`src/design/ptcirq_pkg.sv`:
```
`timescale 1ns / 1ps
// ----------------------------------------------------------------------------
// ptcirq_pkg
// Shared sizes, register codes and the command bundle of the prescaled
// timer with compare interrupts.
// ----------------------------------------------------------------------------
package ptcirq_pkg;

    // Sizing
    localparam int HARTS         = 2;
    localparam int COMPARATORS   = 2;
    localparam int PRESCALE_BITS = 12;
    localparam int STEP_BITS     = 8;

    // Bus and counter widths
    localparam int DATA_W   = 32;
    localparam int COUNT_W  = 64;
    localparam int STEP_LSB = 16;

    // Transaction kinds
    typedef enum logic [1:0] {
        MODE_TICK  = 2'd0,
        MODE_READ  = 2'd1,
        MODE_WRITE = 2'd2,
        MODE_IDLE  = 2'd3
    } mode_t;

    // Register map
    typedef enum logic [2:0] {
        REG_CTRL      = 3'd0,
        REG_CFG       = 3'd1,
        REG_COUNT_LO  = 3'd2,
        REG_COUNT_HI  = 3'd3,
        REG_CMP_LO    = 3'd4,
        REG_CMP_HI    = 3'd5,
        REG_IRQ_EN    = 3'd6,
        REG_IRQ_STATE = 3'd7
    } reg_sel_t;

    // Command presented to every hart slice while a transaction is processed
    typedef struct packed {
        logic              go;    // transaction being processed this cycle
        logic              tick;  // clock tick (qualified by go)
        logic              wr;    // register write (qualified by go)
        reg_sel_t          sel;
        logic              cmp;
        logic [DATA_W-1:0] data;
    } cmd_t;

endpackage

```
`src/design/prescaled_timer_compare_irq.sv`:
```
`timescale 1ns / 1ps
// ----------------------------------------------------------------------------
// prescaled_timer_compare_irq
// Per-hart 64-bit machine timer with prescaler and compare interrupts.
// ----------------------------------------------------------------------------
// Usage:
//   Input channel (in_valid/in_ready) carries one transaction per cycle
//   while in_ready is high: a clock tick, a 32-bit register read or write,
//   or an idle, with register select, hart and comparator index. Every input
//   transaction yields exactly one output transaction (out_valid/out_ready)
//   carrying read_data (zero unless a read) and irq_lines, the per-hart
//   interrupt requests after that transaction's update.
//   A transaction accepted into the input register is processed when the
//   result register takes it, and its result is offered from then on.
//   Throughput: one transaction per cycle while results are taken, set by
//   the single processing stage between the input register and the result
//   register. A stalled receiver holds the result register; the input
//   register then fills and in_ready drops until the result is taken.
//   Reset clears both stages, all enables, counters and interrupt state;
//   step settings reset to one and compare values to all ones.
// ----------------------------------------------------------------------------
module prescaled_timer_compare_irq (
    input  logic        clk,
    input  logic        rst_n,
    input  logic        in_valid,
    output logic        in_ready,
    input  logic [1:0]  mode,
    input  logic [2:0]  reg_select,
    input  logic        hart,
    input  logic        comparator,
    input  logic [31:0] write_data,
    output logic        out_valid,
    input  logic        out_ready,
    output logic [31:0] read_data,
    output logic [1:0]  irq_lines
);

    localparam int NH = ptcirq_pkg::HARTS;
    localparam int DW = ptcirq_pkg::DATA_W;

    // Input stage
    logic          in_valid_reg;
    logic [1:0]    mode_reg;
    logic [2:0]    reg_select_reg;
    logic          hart_reg;
    logic          comparator_reg;
    logic [DW-1:0] write_data_reg;

    // Result stage
    logic          out_valid_reg, out_valid_next;
    logic [DW-1:0] read_data_reg, read_data_next;
    logic [1:0]    irq_lines_reg, irq_lines_next;

    // Global enable
    logic [NH-1:0] enable_reg, enable_next;

    logic                   advance;
    ptcirq_pkg::cmd_t       cmd;
    logic [NH-1:0]          hart_hit;
    logic [NH-1:0][DW-1:0]  hart_rdata;
    logic [NH-1:0]          hart_irq;
    logic [NH:0]            irq_pad;

    // Handshake: process when the result stage is free or being emptied
    assign advance  = in_valid_reg & (~out_valid_reg | out_ready);
    assign in_ready = ~in_valid_reg | advance;

    always_ff @(posedge clk or negedge rst_n)
    begin
        if (!rst_n)
        begin
            in_valid_reg <= 1'b0;
        end
        else if (in_ready)
        begin
            in_valid_reg <= in_valid;
        end
    end

    always_ff @(posedge clk)
    begin
        if (in_valid & in_ready)
        begin
            mode_reg       <= mode;
            reg_select_reg <= reg_select;
            hart_reg       <= hart;
            comparator_reg <= comparator;
            write_data_reg <= write_data;
        end
    end

    // Decode
    always_comb
    begin
        cmd.go   = advance;
        cmd.tick = advance & (mode_reg == ptcirq_pkg::MODE_TICK);
        cmd.wr   = advance & (mode_reg == ptcirq_pkg::MODE_WRITE);
        cmd.sel  = ptcirq_pkg::reg_sel_t'(reg_select_reg);
        cmd.cmp  = comparator_reg;
        cmd.data = write_data_reg;
        for (int h = 0; h < NH; h++)
        begin
            hart_hit[h] = (32'(hart_reg) == 32'(h));
        end
    end

    // Hart slices
    for (genvar g = 0; g < NH; g++)
    begin : g_hart
        ptcirq_hart u_hart (
            .clk   (clk),
            .rst_n (rst_n),
            .cmd   (cmd),
            .hit   (hart_hit[g]),
            .run   (enable_reg[g]),
            .rdata (hart_rdata[g]),
            .irq   (hart_irq[g])
        );
    end

    // Global control register, ignores the hart field
    always_comb
    begin
        enable_next = enable_reg;
        if (cmd.wr && cmd.sel == ptcirq_pkg::REG_CTRL)
        begin
            enable_next = write_data_reg[NH-1:0];
        end
    end

    always_ff @(posedge clk or negedge rst_n)
    begin
        if (!rst_n)
        begin
            enable_reg <= '0;
        end
        else
        begin
            enable_reg <= enable_next;
        end
    end

    // Result assembly
    assign irq_pad = {1'b0, hart_irq};

    always_comb
    begin
        read_data_next = '0;
        if (mode_reg == ptcirq_pkg::MODE_READ)
        begin
            if (cmd.sel == ptcirq_pkg::REG_CTRL)
            begin
                read_data_next = DW'(enable_reg);
            end
            else
            begin
                for (int h = 0; h < NH; h++)
                begin
                    if (hart_hit[h])
                    begin
                        read_data_next = read_data_next | hart_rdata[h];
                    end
                end
            end
        end
        irq_lines_next = irq_pad[1:0];

        out_valid_next = out_valid_reg;
        if (advance)
        begin
            out_valid_next = 1'b1;
        end
        else if (out_ready)
        begin
            out_valid_next = 1'b0;
        end
    end

    always_ff @(posedge clk or negedge rst_n)
    begin
        if (!rst_n)
        begin
            out_valid_reg <= 1'b0;
        end
        else
        begin
            out_valid_reg <= out_valid_next;
        end
    end

    always_ff @(posedge clk)
    begin
        if (advance)
        begin
            read_data_reg <= read_data_next;
            irq_lines_reg <= irq_lines_next;
        end
    end

    assign out_valid = out_valid_reg;
    assign read_data = read_data_reg;
    assign irq_lines = irq_lines_reg;

    // Checks
    a_in_stall_only_on_full_out: assert property (
        @(posedge clk) disable iff (!rst_n)
        !in_ready |-> (out_valid_reg && !out_ready))
        else $error("input stalled while result stage could drain");

    a_pending_held: assert property (
        @(posedge clk) disable iff (!rst_n)
        (in_valid_reg && !advance) |=> in_valid_reg)
        else $error("pending transaction lost");

    a_result_from_process: assert property (
        @(posedge clk) disable iff (!rst_n)
        $rose(out_valid_reg) |-> $past(advance))
        else $error("result appeared without a processed transaction");

    a_non_read_zero: assert property (
        @(posedge clk) disable iff (!rst_n)
        (advance && mode_reg != ptcirq_pkg::MODE_READ) |=> (read_data_reg == '0))
        else $error("non-read transaction returned data");

    a_ctrl_write: assert property (
        @(posedge clk) disable iff (!rst_n)
        (cmd.wr && cmd.sel == ptcirq_pkg::REG_CTRL)
            |=> (enable_reg == $past(write_data_reg[NH-1:0])))
        else $error("control write not applied");

endmodule

```
`src/design/ptcirq_hart.sv`:
```
`timescale 1ns / 1ps
// ----------------------------------------------------------------------------
// ptcirq_hart
// One hart slice: prescaler, 64-bit counter, compare registers and the
// sticky interrupt state, with its register read path.
// ----------------------------------------------------------------------------
module ptcirq_hart (
    input  logic                          clk,
    input  logic                          rst_n,
    input  ptcirq_pkg::cmd_t              cmd,
    input  logic                          hit,   // this hart is addressed
    input  logic                          run,   // global enable bit
    output logic [ptcirq_pkg::DATA_W-1:0] rdata,
    output logic                          irq
);

    localparam int PB = ptcirq_pkg::PRESCALE_BITS;
    localparam int SB = ptcirq_pkg::STEP_BITS;
    localparam int NC = ptcirq_pkg::COMPARATORS;
    localparam int CW = ptcirq_pkg::COUNT_W;
    localparam int DW = ptcirq_pkg::DATA_W;

    logic [PB-1:0]         presc_set_reg, presc_set_next;
    logic [SB-1:0]         step_set_reg, step_set_next;
    logic [PB-1:0]         presc_cnt_reg, presc_cnt_next;
    logic [CW-1:0]         count_reg, count_next;
    logic [NC-1:0][CW-1:0] cmp_reg, cmp_next;
    logic [NC-1:0]         irq_en_reg, irq_en_next;
    logic [NC-1:0]         irq_st_reg, irq_st_next;

    logic [NC-1:0]         cmp_match;
    logic [NC-1:0]         cmp_hit;
    logic [NC-1:0]         st_clr;
    logic                  wr_go;
    logic                  tick_go;

    // Next-state logic: tick or write, then the compare check
    always_comb
    begin
        wr_go   = cmd.wr & hit;
        tick_go = cmd.tick & run;

        presc_set_next = presc_set_reg;
        step_set_next  = step_set_reg;
        presc_cnt_next = presc_cnt_reg;
        count_next     = count_reg;
        cmp_next       = cmp_reg;
        irq_en_next    = irq_en_reg;
        st_clr         = '0;

        for (int c = 0; c < NC; c++)
        begin
            cmp_match[c] = (32'(cmd.cmp) == 32'(c));
        end

        // prescaler wrap advances the counter by the step
        if (tick_go)
        begin
            if (presc_cnt_reg >= presc_set_reg)
            begin
                presc_cnt_next = '0;
                count_next     = count_reg + CW'(step_set_reg);
            end
            else
            begin
                presc_cnt_next = presc_cnt_reg + PB'(1);
            end
        end

        if (wr_go)
        begin
            case (cmd.sel)
                ptcirq_pkg::REG_CFG:
                begin
                    presc_set_next = cmd.data[PB-1:0];
                    step_set_next  = cmd.data[ptcirq_pkg::STEP_LSB +: SB];
                end
                ptcirq_pkg::REG_COUNT_LO: count_next = {count_reg[CW-1:DW], cmd.data};
                ptcirq_pkg::REG_COUNT_HI: count_next = {cmd.data, count_reg[DW-1:0]};
                ptcirq_pkg::REG_CMP_LO:
                begin
                    for (int c = 0; c < NC; c++)
                    begin
                        if (cmp_match[c])
                        begin
                            cmp_next[c] = {cmp_reg[c][CW-1:DW], cmd.data};
                        end
                    end
                end
                ptcirq_pkg::REG_CMP_HI:
                begin
                    for (int c = 0; c < NC; c++)
                    begin
                        if (cmp_match[c])
                        begin
                            cmp_next[c] = {cmd.data, cmp_reg[c][DW-1:0]};
                        end
                    end
                end
                ptcirq_pkg::REG_IRQ_EN:    irq_en_next = cmd.data[NC-1:0];
                ptcirq_pkg::REG_IRQ_STATE: st_clr      = cmd.data[NC-1:0];
                default: ;
            endcase
        end

        // compare on the updated values; a live match re-sets a cleared bit
        for (int c = 0; c < NC; c++)
        begin
            cmp_hit[c] = (count_next >= cmp_next[c]);
        end
        irq_st_next = cmd.go ? ((irq_st_reg & ~st_clr) | cmp_hit) : irq_st_reg;

        irq = |(irq_st_next & irq_en_next);
    end

    // Register read path, from the state before this transaction
    always_comb
    begin
        rdata = '0;
        case (cmd.sel)
            ptcirq_pkg::REG_CFG:
                rdata = DW'(presc_set_reg) | (DW'(step_set_reg) << ptcirq_pkg::STEP_LSB);
            ptcirq_pkg::REG_COUNT_LO: rdata = count_reg[DW-1:0];
            ptcirq_pkg::REG_COUNT_HI: rdata = count_reg[CW-1:DW];
            ptcirq_pkg::REG_CMP_LO:
            begin
                for (int c = 0; c < NC; c++)
                begin
                    if (cmp_match[c])
                    begin
                        rdata = rdata | cmp_reg[c][DW-1:0];
                    end
                end
            end
            ptcirq_pkg::REG_CMP_HI:
            begin
                for (int c = 0; c < NC; c++)
                begin
                    if (cmp_match[c])
                    begin
                        rdata = rdata | cmp_reg[c][CW-1:DW];
                    end
                end
            end
            ptcirq_pkg::REG_IRQ_EN:    rdata = DW'(irq_en_reg);
            ptcirq_pkg::REG_IRQ_STATE: rdata = DW'(irq_st_reg);
            default:                   rdata = '0;
        endcase
    end

    // State registers
    always_ff @(posedge clk or negedge rst_n)
    begin
        if (!rst_n)
        begin
            presc_set_reg <= '0;
            step_set_reg  <= SB'(1);
            presc_cnt_reg <= '0;
            count_reg     <= '0;
            cmp_reg       <= '1;
            irq_en_reg    <= '0;
            irq_st_reg    <= '0;
        end
        else
        begin
            presc_set_reg <= presc_set_next;
            step_set_reg  <= step_set_next;
            presc_cnt_reg <= presc_cnt_next;
            count_reg     <= count_next;
            cmp_reg       <= cmp_next;
            irq_en_reg    <= irq_en_next;
            irq_st_reg    <= irq_st_next;
        end
    end

endmodule
```
`config.mk`:
```
export PLATFORM = sky130hd
export DESIGN_NAME = prescaled_timer_compare_irq
export DESIGN_NICKNAME = d
export VERILOG_FILES = /design/src/design/ptcirq_pkg.sv /design/src/design/prescaled_timer_compare_irq.sv /design/src/design/ptcirq_hart.sv
export SDC_FILE = /design/constraint.sdc
export NUM_CORES = 2
export LEC_CHECK = 0
export BUFFER_PORTS_ARGS = -buffer_cell sky130_fd_sc_hd__buf_4
export CORE_MARGIN = 2
export CORE_UTILIZATION = 55
export DETAILED_ROUTE_END_ITERATION = 16
export MAX_ROUTING_LAYER = met4
export PLACE_DENSITY = 0.74
export SYNTH_ARGS = -nofsm -noshare
export SYNTH_HDL_FRONTEND = slang
export SYNTH_SLANG_ARGS = --single-unit
```
`constraint.sdc`:
```
create_clock -name clk -period 4.85 [get_ports clk]
set_clock_uncertainty 0.05 [all_clocks]
set_input_delay 0.2425 -clock clk [delete_from_list [all_inputs] [get_ports clk]]
set_output_delay 0.2425 -clock clk [all_outputs]
set_load 0.03 [all_outputs]
```
==> impl_summary.log <==
INFO  metric clock_tree_from_tritoncts = built
INFO  metric fp-row-count = 90
INFO  metric remaining_drc_errors = 0
INFO  metric path_buf_inv = 3
INFO  metric fmaxAchievable = 206 MHz
INFO  metric status = finished with violations
INFO  metric grt_max_degree = 119
INFO  metric synth.lib_cells_used.distinct = 89
INFO  metric route.met2.wl = 49,400 µm
INFO  metric grt_pass1_vias = 27,900
INFO  metric crit_slowest_cell = dfstp_2
INFO  metric synthTopCellsByArea = dfstp_2 (20%), dfrtp_1 (15%), ha_1 (11%)
INFO  metric cts.sinks = 533
INFO  metric initialDrtViolationCount = 3,359
INFO  metric max-vdd-ir-drop = 0.322 mV
INFO  metric postPlaceCellArea = 36,600 µm²
INFO  metric cts_buffers = 60
INFO  metric stdcell_area = 40,000 µm²
INFO  metric routed.top_layer = met4
INFO  metric grt_setup_unrepaired = true
INFO  metric post_layout_min_period = 4.87 ns
INFO  metric clk_latency = 0.64 ns
INFO  metric ys_ff_latch = 533
INFO  metric postLayoutSetupSlackWorst = -0.0162 ns
INFO  metric drv.max_cap_violation_count = 0
INFO  metric clkTransAtPathRegs = 0.06 ns
INFO  metric post-synth-top-area-fraction = 0.203
INFO  metric dr.pass1.iters = 7
INFO  metric floorplan.initialDensity = 0.555
INFO  metric worst-setup-path-type = reg -> reg
INFO  metric synthesis.instances = 3,349
INFO  metric syn-cell-area = 33,500 µm²
INFO  metric powerDensity = 395 nW/µm²
INFO  metric placedCellCount = 4,321
INFO  metric setup-tns-final = -0.0162 ns
INFO  metric synth_ff_type = dfstp_2
INFO  metric synth.avg_cell_area = 9.99 µm²
INFO  metric clock-root-buffer = clkbuf_16
INFO  metric cell_accounting_for_the_most_synthesized_area = dfstp_2
INFO  metric dieHeight = 251 µm
INFO  metric mappedNetlistNets = 3,692
INFO  metric final_net_count = 4,012
INFO  metric die_w = 251 µm
INFO  metric die_area = 62,800 µm²
INFO  metric synth_sequential_area_ratio = 0.419
INFO  metric timing.slew.headroom = 0.230
INFO  metric cp_data_required_time = 5.19 ns
INFO  metric detail_route.vias_per_cell = 6.42
INFO  metric grt_util_all_layers = 0.369
INFO  metric final_cells = 4,502
INFO  metric ys_warn_count = 0
INFO  metric htreeDepth = 2
INFO  metric pin_count = 79
INFO  metric critPathLaunchType = flop
INFO  metric io_buffer_count = 78
INFO  metric antenna_found_initial = 1
INFO  metric max_stage_delay = 0.57 ns
INFO  metric min_period_over_period = 1.00
INFO  metric synth-edff-count = 73
INFO  metric min-delay-path-class = in -> async
INFO  metric mostFrequentLayoutCells = buf_4 (371), inv_1 (304), mux2_2 (295)
INFO  metric tightest_slew = 1.15 ns
INFO  metric dp.final_hpwl = 81,800 µm
INFO  metric hold_violations = 0
INFO  metric floorplan.core_area = 60,200 µm²
INFO  metric post_detailed_route_count_of_antenna_violating_nets = 0
INFO  metric drt-met1-wl = 47,600 µm
INFO  metric leakage = 17.5 nW
INFO  metric final_core_util = 0.664
INFO  metric vias = 28,900
INFO  metric critPathArrivalTime = 5.20 ns
INFO  metric synthToLayoutAreaGrowth = 19.5%
INFO  metric gp_congestion = 1.01
INFO  metric grt_first_pass_wirelength = 171,000 µm
INFO  metric largest_register_ffs = 256
INFO  metric async_set_or_reset_register_ratio_after_synthesis = 0.863
INFO  metric drv_slew = 0
INFO  metric violations_in_the_final_reports = negative setup slack
INFO  metric critical-path-top-delay-family = compound AO/OA/AOI/OAI gates
INFO  metric mostFrequentLayoutCell = buf_4
INFO  metric clk_path_buf_depth = 3
INFO  metric layout_fillers = 4,647
INFO  metric crit_path_end_kind = flop
INFO  metric timing.critical_path.fanout_max = 6
INFO  metric finalPower = 15.8 mW
INFO  metric critical_path.cell_chain = ha_4 -> inv_2 -> fa_2 -> nor2b_1 -> o21ai_1 -> a21boi_2 -> o21ai_2 -> a21oi_2 -> buf_6 -> nand3_2 -> buf_4 -> nor4_4 -> nor3_1 -> nor2_1 -> ha_1 -> a21oi_1 -> nand2_1 -> a221o_1 -> a211oi_2 -> o31a_1 -> a311oi_1 -> a22o_1
INFO  metric average_wire_per_cell_in_the_routed_design = 25.4 µm
INFO  metric setup-violations-final = 1
INFO  metric remaining_overflow_grt = 0
INFO  metric wl = 114,000 µm
INFO  metric drive_above_1_share = 0.322
INFO  metric detailroute.wirelength.met3 = 11,700 µm
==> per-layer routing <==
| metal | GRT usage | vias to the layer above |
|---|---|---|
| met1 | 0.503 | 14100 |
| li1 | - | 12900 |
| met4 | 0.149 | 0 |
| met2 | 0.545 | 1617 |
| met5 | - | - |
| met3 | 0.0685 | 299 |
==> power by group <==
part | leakage [nW] | total (mW) | switching, mW | internal [mW]
Combinational | 10.6 | 5.08 | 2.79 | 2.29
Clock | 1.00 | 4.74 | 1.93 | 2.81
Sequential | 5.96 | 5.99 | 0.731 | 5.26
Total | 17.5 | 15.8 | 5.45 | 10.4
==> stage by stage <==
stage	worst slack [ns]	hold slack (ns)
final	-0.0162	0.148
after global routing	-0.209	0.197
after CTS	0.00451	0.160
after detailed placement	-0.471	0.238
after global placement	-0.333	0.235
after floorplan	0.160	-0.103
==> logic make-up after synthesis <==
| group | share of synthesized area |
|---|---|
| AO/OA/AOI/OAI | 0.154 |
| XOR/XNOR | 0.00524 |
| adder cells (fa/ha/maj) | 0.113 |
| buffers and inverters | 0.0551 |
| flip-flops | 0.419 |
| multiplexers | 0.135 |
| AND/OR/NAND/NOR | 0.119 |
==> Yosys cell counts, drive strengths merged, types with 13 or more instances <==
cell type,count
inv,308
mux2,300
ha,298
dfstp,258
nor2,256
a21oi,230
dfrtp,202
nand2,200
o21ai,147
clkbuf,146
mux2i,113
nand3,91
nand4,81
a21o,80
a211oi,74
edfxtp,73
a221oi,56
nor3,53
and3,44
o22ai,38
buf,26
a311oi,20
a31oi,20
nor2b,18
and4,17
nand2b,17
a22oi,15
and2,13
==> final timing paths <==
path	from	to	slack, ns	cells past startpoint
setup / recovery	g_hart[1].u_hart.step_set_reg[0]	irq_lines[1]	-0.02	22
hold / removal	rst_n	g_hart[1].u_hart.count_reg[53]	0.15	2
setup reg to reg	g_hart[1].u_hart.step_set_reg[0]	irq_lines[1]	-0.02	22
hold reg to reg	in_valid_reg	out_valid	0.48	2
max in group asynchronous	rst_n	g_hart[0].u_hart.count_reg[11]	3.45	3
min in group clk	write_data[18]	write_data_reg[18]	0.26	2
==> cell type report <==
cell class,count,area [µm²],area share
inverter,309,1160,0.0290
sequential,533,14000,0.351
tap,782,978,0.0245
clock inverter,21,235,0.00588
antenna,1,2.50,0.0000626
timing repair buffer,430,3470,0.0868
clock buffer,91,1800,0.0450
multi-input combinational,2335,18300,0.458
==> repair_timing <==
item | CTS | global route
buffers inserted | 13 | 12
endpoints found under the setup margin | 4 | 6
pin swaps | 22 | 60
hold buffers | 43 | 0
endpoints found under the hold margin | 113 | 0
gates resized for setup | 67 | 88
No activity file was read; power rests on OpenSTA's default activity.
